## config.mk

```make
export PLATFORM = sky130hd
export DESIGN_NAME = dc_blocker_dual_moving_average_unit
export DESIGN_NICKNAME = d
export VERILOG_FILES = /design/src/design/dcb_pkg.sv /design/src/design/dcb_delay_ram.sv /design/src/design/dc_blocker_dual_moving_average_unit.sv
export VERILOG_INCLUDE_DIRS = /design/src /design/src/design
export SDC_FILE = /design/constraint.sdc
export NUM_CORES = 1
export LEC_CHECK = 0
export BUFFER_PORTS_ARGS = -buffer_cell sky130_fd_sc_hd__clkbuf_2
export CAP_MARGIN = 40
export CORE_MARGIN = 3
export CORE_UTILIZATION = 45
export DETAILED_ROUTE_END_ITERATION = 10
export GPL_ROUTABILITY_DRIVEN = 1
export SLEW_MARGIN = 20
export SYNTH_ARGS = -nofsm -noshare
export SYNTH_HDL_FRONTEND = slang
export SYNTH_SLANG_ARGS = --single-unit
```

## constraint.sdc

```tcl
create_clock -name clk -period 5 [get_ports clk]
set_clock_uncertainty 0.1 [all_clocks]
set_input_delay 0.5 -clock clk [delete_from_list [all_inputs] [get_ports clk]]
set_output_delay 0.5 -clock clk [all_outputs]
set_load 0.05 [all_outputs]
```

## src/design/dc_blocker_dual_moving_average_unit_assert.svh

```systemverilog
// Assertion macros used by the DC blocker top-level design file.
// Expects clk and arst_n in the scope of each use; no other dependencies.
`ifndef DC_BLOCKER_DUAL_MOVING_AVERAGE_UNIT_ASSERT_SVH
`define DC_BLOCKER_DUAL_MOVING_AVERAGE_UNIT_ASSERT_SVH
`ifndef ASSERT_OFF
`define DCB_ASSERT(lbl, cond, msg) \
	lbl: assert property (@(posedge clk) disable iff (!arst_n) (cond)) else $error(msg);
`define DCB_ASSERT_IMP(lbl, trig, cond, msg) \
	lbl: assert property (@(posedge clk) disable iff (!arst_n) (trig) |-> (cond)) \
		else $error(msg);
`define DCB_ASSERT_NEXT(lbl, trig, cond, msg) \
	lbl: assert property (@(posedge clk) disable iff (!arst_n) (trig) |=> (cond)) \
		else $error(msg);
`else
`define DCB_ASSERT(lbl, cond, msg)
`define DCB_ASSERT_IMP(lbl, trig, cond, msg)
`define DCB_ASSERT_NEXT(lbl, trig, cond, msg)
`endif
`endif

```

## src/design/dcb_pkg.sv

```systemverilog
// Types and fixed widths for the two-stage moving-average DC blocker.
// No dependencies.
package dcb_pkg;

	localparam int SAMPLE_W = 16;
	localparam int SUM_W    = 21;
	localparam int OUT_W    = 17;

	typedef logic signed [SAMPLE_W-1:0] sample_t;
	typedef logic signed [SUM_W-1:0]    sum_t;
	typedef logic signed [OUT_W-1:0]    out_t;

endpackage

```

## src/design/dcb_delay_ram.sv

```systemverilog
// Delay line memory: read-first synchronous RAM with registered read data.
// Entries read before the first full lap return zero. Depends on dcb_pkg.
module dcb_delay_ram import dcb_pkg::*; #(
	parameter int DEPTH = 31
) (
	input  logic                                  clk,
	input  logic                                  arst_n,
	input  logic                                  acc,
	input  logic [((DEPTH > 1) ? $clog2(DEPTH) : 1)-1:0] addr,
	input  sample_t                               wdata,
	output sample_t                               rdata
);

	localparam int AW = (DEPTH > 1) ? $clog2(DEPTH) : 1;
	localparam logic [AW-1:0] LAST_ADDR = AW'(DEPTH - 1);

	sample_t mem_q [DEPTH];
	sample_t rdata_q;
	logic    full_q;
	logic    rvalid_q;

	always_ff @(posedge clk) begin
		if (acc) begin
			rdata_q     <= mem_q[addr];
			mem_q[addr] <= wdata;
		end
	end

	// mark the line as filled once the last entry has been written
	always_ff @(posedge clk or negedge arst_n) begin
		if (!arst_n) begin
			full_q   <= 1'b0;
			rvalid_q <= 1'b0;
		end else if (acc) begin
			rvalid_q <= full_q;
			if (addr == LAST_ADDR) begin
				full_q <= 1'b1;
			end
		end
	end

	assign rdata = rvalid_q ? rdata_q : '0;

endmodule

```

## src/design/dc_blocker_dual_moving_average_unit.sv

```systemverilog
// An accepted word passes through the s1, s2 and s3 stage registers to the output register.
// Throughput: one word per cycle unless out_stall fills the pipeline; set by each delay RAM's read-modify-write.
// Bubbles collapse, so words are taken while a result waits on the output.
// Reset clears sums, delayed-tap registers, write pointer and stage valids; the RAMs are not
// swept, entries read before their first write return zero.
// Depends on dcb_pkg, dcb_delay_ram and the assertion macro header.
`include "dc_blocker_dual_moving_average_unit_assert.svh"
module dc_blocker_dual_moving_average_unit import dcb_pkg::*; #(
	parameter int LENGTH = 32
) (
	input  logic        clk,
	input  logic        arst_n,
	input  logic        in_valid,
	output logic        in_stall,
	input  logic [15:0] sample_in,
	input  logic        last_in,
	output logic        out_valid,
	input  logic        out_stall,
	output logic [16:0] sample_out,
	output logic        last_out
);

	localparam int LINE_DEPTH = LENGTH - 1;
	localparam int AW         = (LINE_DEPTH > 1) ? $clog2(LINE_DEPTH) : 1;
	localparam int SHIFT      = $clog2(LENGTH + 1) - 1;
	localparam logic [AW-1:0] LAST_POS = AW'(LINE_DEPTH - 1);

	logic          acc;
	logic          en1, en2, en3, en4;
	logic [AW-1:0] pos_q, pos_nx;

	logic          v_s1, v_s2, v_s3;
	sample_t       x_s1;
	logic          last_s1, last_s2, last_s3;
	logic [AW-1:0] pos_s1, pos_s2;
	sample_t       avg1_s2, avg1_s3;
	sample_t       tap_s2, tap_s3;

	sample_t       rd1, rd2;
	sample_t       dly1_q, dly2_q;
	sum_t          sum1_q, sum2_q, sum1_nx, sum2_nx;

	logic          out_valid_q;
	out_t          out_q;
	logic          last_q;

	assign en4      = !out_valid_q || !out_stall;
	assign en3      = !v_s3 || en4;
	assign en2      = !v_s2 || en3;
	assign en1      = !v_s1 || en2;
	assign in_stall = !en1;
	assign acc      = in_valid && en1;

	assign pos_nx = (pos_q == LAST_POS) ? '0 : pos_q + 1'b1;

	dcb_delay_ram #(.DEPTH(LINE_DEPTH)) u_line1 (
		.clk    (clk),
		.arst_n (arst_n),
		.acc    (acc),
		.addr   (pos_q),
		.wdata  (sample_t'(sample_in)),
		.rdata  (rd1)
	);

	dcb_delay_ram #(.DEPTH(LINE_DEPTH)) u_line2 (
		.clk    (clk),
		.arst_n (arst_n),
		.acc    (v_s2 && en3),
		.addr   (pos_s2),
		.wdata  (avg1_s2),
		.rdata  (rd2)
	);

	assign sum1_nx = sum1_q + SUM_W'(x_s1) - SUM_W'(dly1_q);
	assign sum2_nx = sum2_q + SUM_W'(avg1_s3) - SUM_W'(dly2_q);

	// control and averager state
	always_ff @(posedge clk or negedge arst_n) begin
		if (!arst_n) begin
			pos_q       <= '0;
			v_s1        <= 1'b0;
			v_s2        <= 1'b0;
			v_s3        <= 1'b0;
			out_valid_q <= 1'b0;
			sum1_q      <= '0;
			sum2_q      <= '0;
			dly1_q      <= '0;
			dly2_q      <= '0;
		end else begin
			if (acc) begin
				pos_q <= pos_nx;
			end
			if (en1) begin
				v_s1 <= in_valid;
			end
			if (en2) begin
				v_s2 <= v_s1;
			end
			if (en3) begin
				v_s3 <= v_s2;
			end
			if (en4) begin
				out_valid_q <= v_s3;
			end
			if (v_s1 && en2) begin
				sum1_q <= sum1_nx;
				dly1_q <= rd1;
			end
			if (v_s3 && en4) begin
				sum2_q <= sum2_nx;
				dly2_q <= rd2;
			end
		end
	end

	// payload
	always_ff @(posedge clk) begin
		if (acc) begin
			x_s1    <= sample_t'(sample_in);
			last_s1 <= last_in;
			pos_s1  <= pos_q;
		end
		if (v_s1 && en2) begin
			avg1_s2 <= sample_t'(sum1_nx >>> SHIFT);
			tap_s2  <= rd1;
			last_s2 <= last_s1;
			pos_s2  <= pos_s1;
		end
		if (v_s2 && en3) begin
			avg1_s3 <= avg1_s2;
			tap_s3  <= tap_s2;
			last_s3 <= last_s2;
		end
		if (v_s3 && en4) begin
			out_q  <= OUT_W'(tap_s3) - OUT_W'(sum2_nx >>> SHIFT);
			last_q <= last_s3;
		end
	end

	assign out_valid  = out_valid_q;
	assign sample_out = out_q;
	assign last_out   = last_q;

	`DCB_ASSERT(a_pos_range, pos_q <= LAST_POS, "write pointer beyond delay line")
	`DCB_ASSERT_IMP(a_stall_full, in_stall, v_s1 && v_s2 && v_s3 && out_valid_q, "bubble under stall")
	`DCB_ASSERT_NEXT(a_acc_s1, acc, v_s1, "accepted word missing from first stage")
	`DCB_ASSERT_NEXT(a_pos_step, acc, pos_q == $past(pos_nx), "write pointer did not advance")
	`DCB_ASSERT_NEXT(a_out_hold, out_valid_q && out_stall, out_valid_q && $stable({out_q, last_q}), "held word lost")

endmodule

```

# ---- Word-level counts from Yosys, hierarchy flattened
# Memories as Yosys holds them, arrays and structs flattened. A register that Yosys moved wholly into a read port is not among the register bits.
# Cells that the tools add are included.
dict set report word_totals {
  regBits 198
  mem_bits_rw 992
  inputBits 21
  output_inout_bits 20
  elab_cells 58
  memories 2
}
# name words word_bits read_ports rd_clocked_by_memory_dff write_ports line_no
set memory_table {}
lappend memory_table {u_line1.mem_q 31 16 1 1 1 dcb_delay_ram.sv:17} ;# sample_t mem_q [DEPTH];
lappend memory_table {u_line2.mem_q 31 16 1 1 1 dcb_delay_ram.sv:17}
dict set report classes {
  n_addsub 6
  n_eq_ne 2
  mux 7
  reduce_logical 16
}
# cell count
set op_table {}
lappend op_table {{adder 21 x 16 -> 21 bit} 2}
lappend op_table {{subtractor 21 x 16 -> 21 bit} 2}
lappend op_table {{2-to-1 mux 16 bit} 2}
lappend op_table {{subtractor 16 x 16 -> 17 bit} 1}
lappend op_table {{equality test 5 bit, second input constant} 2}
lappend op_table {{zero test 1 bit} 6}
lappend op_table {{adder 5 x 1 -> 5 bit, second input constant} 1}
lappend op_table {{2-to-1 mux 5 bit} 1}
lappend op_table {{logical AND 1 bit} 4}
lappend op_table {{logical OR 1 bit} 4}
lappend op_table {{2-to-1 mux 1 bit} 4}
lappend op_table {{AND reduction 2 bit} 2}

# ---- Depth between registers and ports, before layout
dict set report depth {
  depth_word 8
  ltp_mapped 22
  depth_no_buf 22
}

# ---- Modules after synthesis
# A second synthesis with hierarchy kept.
dict set report hier_totals {
  hier_cells 3110
  hier_area_um2 50181.9
}
# mod n_inst cells_per_inst area_per_inst_um2 seq_area_each_um2
set modules_own_cells {}
lappend modules_own_cells {dcb_delay_ram 2 1087 19791.5 15424.8}
lappend modules_own_cells {dc_blocker_dual_moving_average_unit 1 936 10598.9 5410.2}

# ---- Worst setup path before layout
# Ideal clock, no wire load.
dict set report synth_path {
  path_kind {register -> register}
  startpoint {register dly2_q[1]}
  endpoint {register out_q[16] (netlist: sample_out[16]) (data pin)}
  setup_time_ps 261
  t_arrival_ps 4056
  t_required_ps 4639
  slack_ps 583
  stages_incl_launch_ff 20
  path_buffers 0
  period_less_slack_ps 4417
  path_cell_list {dfrtp_1 > fa_1 > inv_1 > ha_1 > a211oi_2 > o21ai_2 > o21a_1 > nor2_1 > xor2_1 > ha_1 > o21ai_0 > o21ai_0 > a22oi_1 > a31oi_1 > nand4_1 > maj3_2 > o211ai_2 > a41oi_1 > o2111a_1 > a311o_1}
}
dict set report synth_between {
  elab_chain_len 2
}
# element line_no
set synth_rtl {}
lappend synth_rtl {{start: declaration} dc_blocker_dual_moving_average_unit.sv:40} ;# sample_t dly1_q, dly2_q;
lappend synth_rtl {{start signal: assignment} dc_blocker_dual_moving_average_unit.sv:111} ;# dly2_q <= rd2;
lappend synth_rtl {{subtractor 21 x 16 -> 21 bit} dc_blocker_dual_moving_average_unit.sv:75} ;# assign sum2_nx = sum2_q + SUM_W'(avg1_s3) - SUM_W'(dly2_q);
lappend synth_rtl {{subtractor 16 x 16 -> 17 bit} dc_blocker_dual_moving_average_unit.sv:135} ;# out_q <= OUT_W'(tap_s3) - OUT_W'(sum2_nx >>> SHIFT);
lappend synth_rtl {{end signal: assignment} dc_blocker_dual_moving_average_unit.sv:135}
lappend synth_rtl {{end: declaration} dc_blocker_dual_moving_average_unit.sv:44} ;# out_t out_q;
# Every way passes these cells.
# A chain may end at the register's enable or synchronous reset.

# ---- Worst setup path after layout
# Same ends and word-level chain as after synthesis.

==> out/metrics.cfg <==
[timing]
final_critical_path_required_period_ns = 4.75
final_report_max_slew_violation_count = 0
worst_pin_slew_ns = 0.851
worst_slack_ns = 0.254
final-setup-viol-count = 0
max_clock_freq_ghz = 0.211
finalHoldViolations = 0
worst_slew_margin_rel_pct = 43.3
finalCritPeriodShare_pct = 94.9
fin_hold_ws_ns = 0.0597

[final_layout]
nNetsFinal = 3014
finish.utilization_pct = 52.1
syn_to_final_growth_pct = 14.0
count_of_inserted_antenna_diode_cells = 0
layout-drive-gt1-share_pct = 21.5

[setup_path]
required_ns = 5.36
worst-path-max-fanout = 5
setup.reg_to_reg.worst_slack_ns = 0.25
cp-end-kind = flip-flop
cp_cell_sequence = fa_1 -> inv_1 -> ha_1 -> a211oi_2 -> o21ai_2 -> o21a_1 -> nor2_1 -> xor2_1 -> ha_1 -> o21ai_0 -> o21ai_1 -> nand2_1 -> o211ai_1 -> nand4_1 -> maj3_2 -> o211ai_2 -> a41oi_1 -> o2111a_1 -> a311o_1
worstPathArrival_ns = 5.11
crit_top_cell = ha_1
cpMaxStageDelayCell = fa_1
slowest_delay_ns = 0.55
criticalPathCategory = flip-flop to flip-flop
critPathLaunchType = flip-flop

[placement]
post_place_setup_slack_ns = 0.162
gp_congestion = 0.882
dp.final_hpwl_um = 71700
io_buffers = 40

[clocking]
cts_htree_levels = 3
clock_sink_count = 1222
tritoncts = done
clkTransAtPathRegs_ns = 0.06
clkLatencyLatePin_ns = 0.71
library_cell_used_as_clock_root_buffer = clkbuf_16
cts_buffer_depth = 3
tritoncts.num_buffers = 120

[yosys]
synth-warning-count = 0
synthesis.area_per_instance_um2 = 18.2
synth_enable_flop_cells = 1135
postSynthRegisterBits = 1222
summed_instance_area_of_the_synthesized_netlist_um2 = 49300
yosysUniqueCellTypes = 85
synth-main-ff-cell = edfxtp_1
post_synth_and_or_nand_nor_area_fraction_pct = 4.11
synth_xor_xnor_area_share_pct = 0.989
synth.area.mux_share_pct = 11.4
postSynth.asyncResetShare_pct = 7.12
postSynthNetCount = 2836
post_synth_inst_count = 2716
main_combinational_cell_family_by_area_after_synthesis = multiplexers
synth_fa_ha_area_share_pct = 3.18
synth_compound_area_share_pct = 4.59
synth_sequential_area_ratio_pct = 73.5

[floorplan]
design.die.area_um2 = 114000
die_h_um = 337
die_w_um = 337
placement_rows = 120
design.portCount = 41
core-area_um2 = 108000
floorplan.initialDensity_pct = 45.7

[outcome]
run_status = completed

[routing]
routedWlPerCell_um = 25.7
detailed_route_iter0_violations = 2438
routed_vias = 25064
detail_route.first_pass.iterations = 5
route.antenna.remaining_nets = 0
vias_per_cell = 5.70
post_detailed_route_drc_marker_count = 0
wl_um = 113000

[grt]
first_pass_grt_wire_length_um = 168000
grt_start_max_net_pins = 76
antenna_found_initial = 3
first_global_vias = 25272
grt.total_usage_pct = 20.1
grt_overflow_total = 0

[power_and_ir_drop]
power.density_nw_per_um2 = 669
max-vdd-ir-drop_v = 0.000557
power_leakage_nw = 19.2

[min_path]
min-delay-path-class = input port to flip-flop

[run]
max-cap-violations = 0

[final timing paths]
check / from / to / cells past startpoint
worst max-delay path: dly2_q[1] / sample_out[16] / 19
worst min-delay path: sample_in[5] / u_line1.mem_q[4][5] / 1
worst max register to register: dly2_q[1] / sample_out[16] / 19
max in group asynchronous: arst_n / v_s2 / 4
worst min register to register: pos_s1[1] / pos_s2[1] / 0
min in group asynchronous: arst_n / dly2_q[2] / 2
[power breakdown]
group          switching [W]  leakage (nW)  total, W  internal, W
Sequential          0.000661          11.4    0.0141       0.0134
Clock                0.00382          1.94   0.00905      0.00522
Combinational        0.00873          5.87    0.0145      0.00574
Total                 0.0132          19.2    0.0376       0.0244
[per-layer routing]
layer	vias to the layer above	GRT usage [%]	part of all wire (%)
met4	0	5.86	2.7
met5	-	0	0
met2	806	33.2	50
li1	10977	-	-
met1	13110	27.9	42
met3	171	2.95	5.9
[stage by stage]
stage	TNS (ns)	power (W)	cell area [µm²]	instances
2_1_floorplan	0	0.0243	49300	2716
3_3_place_gp	0	0.0282	51800	4150
3_5_place_dp	0	0.0286	51900	4159
4_1_cts	0	0.0377	55900	4388
5_1_grt	-0.00578	0.0398	56200	4400
6_report	0	0.0376	56200	4400
[state kept, by name, indices dropped and copies added, names as in the netlist, 5 cells and up]
name             cells
avg1_s2             16
avg1_s3             16
dly1_q              16
dly2_q              16
pos_q                5
pos_s1               5
pos_s2               5
sample_out          17
sum1_q              21
sum2_q              21
tap_s2              16
tap_s3              16
u_line1.mem_q      496
u_line1.rdata_q     16
u_line2.mem_q      496
u_line2.rdata_q     16
x_s1                16
[area by class of cell]
class / instances / area (µm²)
clock buffers: 151 / 3160
clock inverters: 74 / 842
well taps: 1403 / 1760
multi-input cells: 1207 / 12100
inverters: 178 / 668
repair buffers: 165 / 1460
flip-flops and latches: 1222 / 36300
fillers: 8505 / 51700
[worst max-delay path: cells and delay by family, from the launching register on]
| kind | cells | cell delay, ns |
|---|---|---|
| flops | 1 | 0.40 |
| buf+inv | 1 | 0.05 |
| xor+xnor | 1 | 0.23 |
| compound gates | 10 | 1.87 |
| simple gates | 3 | 0.39 |
| fa+ha+maj | 4 | 1.43 |
[cell families after synthesis]
family / Yosys count
buf+inv: 287
simple gates: 430
compound gates: 342
mux: 280
xor+xnor: 54
flops: 1222
fa+ha+maj: 101
[placed cells by master (no fill, tap or decap), drive strengths merged, types with 6 or more instances in the layout]
| cell type | count |
|---|---|
| edfxtp | 1135 |
| a21oi | 91 |
| dlygate4sd3 | 6 |
| mux2 | 22 |
| inv | 181 |
| buf | 120 |
| nor2 | 169 |
| mux4 | 224 |
| ha | 58 |
| a211oi | 6 |
| clkbuf | 190 |
| nand2 | 112 |
| mux2i | 34 |
| bufinv | 14 |
| a22oi | 97 |
| dfrtp | 87 |
| fa | 41 |
| nand2b | 11 |
| nand4 | 35 |
| xor2 | 21 |
| o21a | 9 |
| or2 | 13 |
| a31oi | 6 |
| clkinv | 52 |
| or3 | 6 |
| o21ai | 75 |
| xnor2 | 33 |
| nand3 | 18 |
| a21o | 17 |
| and2 | 20 |
| nor3 | 14 |
[cells in the mapped netlist (4+ instances only)]
cell type  count  area (µm²)
mux2_2        22         248
nand2b_1      10        62.6
a211oi_1       4        30.0
mux4_2       224        5040
xnor2_1       33         289
ha_1          58         726
xor2_1        19         166
nand2_1      112         420
a21o_1        15         113
nor2_1       169         634
and2_1        19         119
o21a_1         9        67.6
o21ai_0       66         330
mux2i_1       34         340
nor3b_1        4        30.0
nor2b_1        4        25.0
a31oi_1        6        37.5
a21oi_1       89         445
o21ai_1        5        25.0
or3b_2         4        35.0
o211ai_1       4        30.0
inv_1        177         664
clkbuf_1      79         297
dfrtp_1       87        2180
fa_1          41         821
o21ai_2        4        35.0
a22oi_1       97         728
edfxtp_1    1135       34100
nand3b_1       4        30.0
buf_1         29         109
nand4_1       35         219
nand3_1       18        90.1
nor3_1        14        70.1
or2_2         12        75.1
or3_1          4        25.0
[what timing repair did]
action / in CTS / in global routing
endpoints found under the hold margin: 62 / 6
setup buffers: 0 / 1
setup endpoints to repair: 0 / 3
hold buffers: 4 / 2
gates resized for setup: 0 / 9
(Power assumes the default switching activity.)
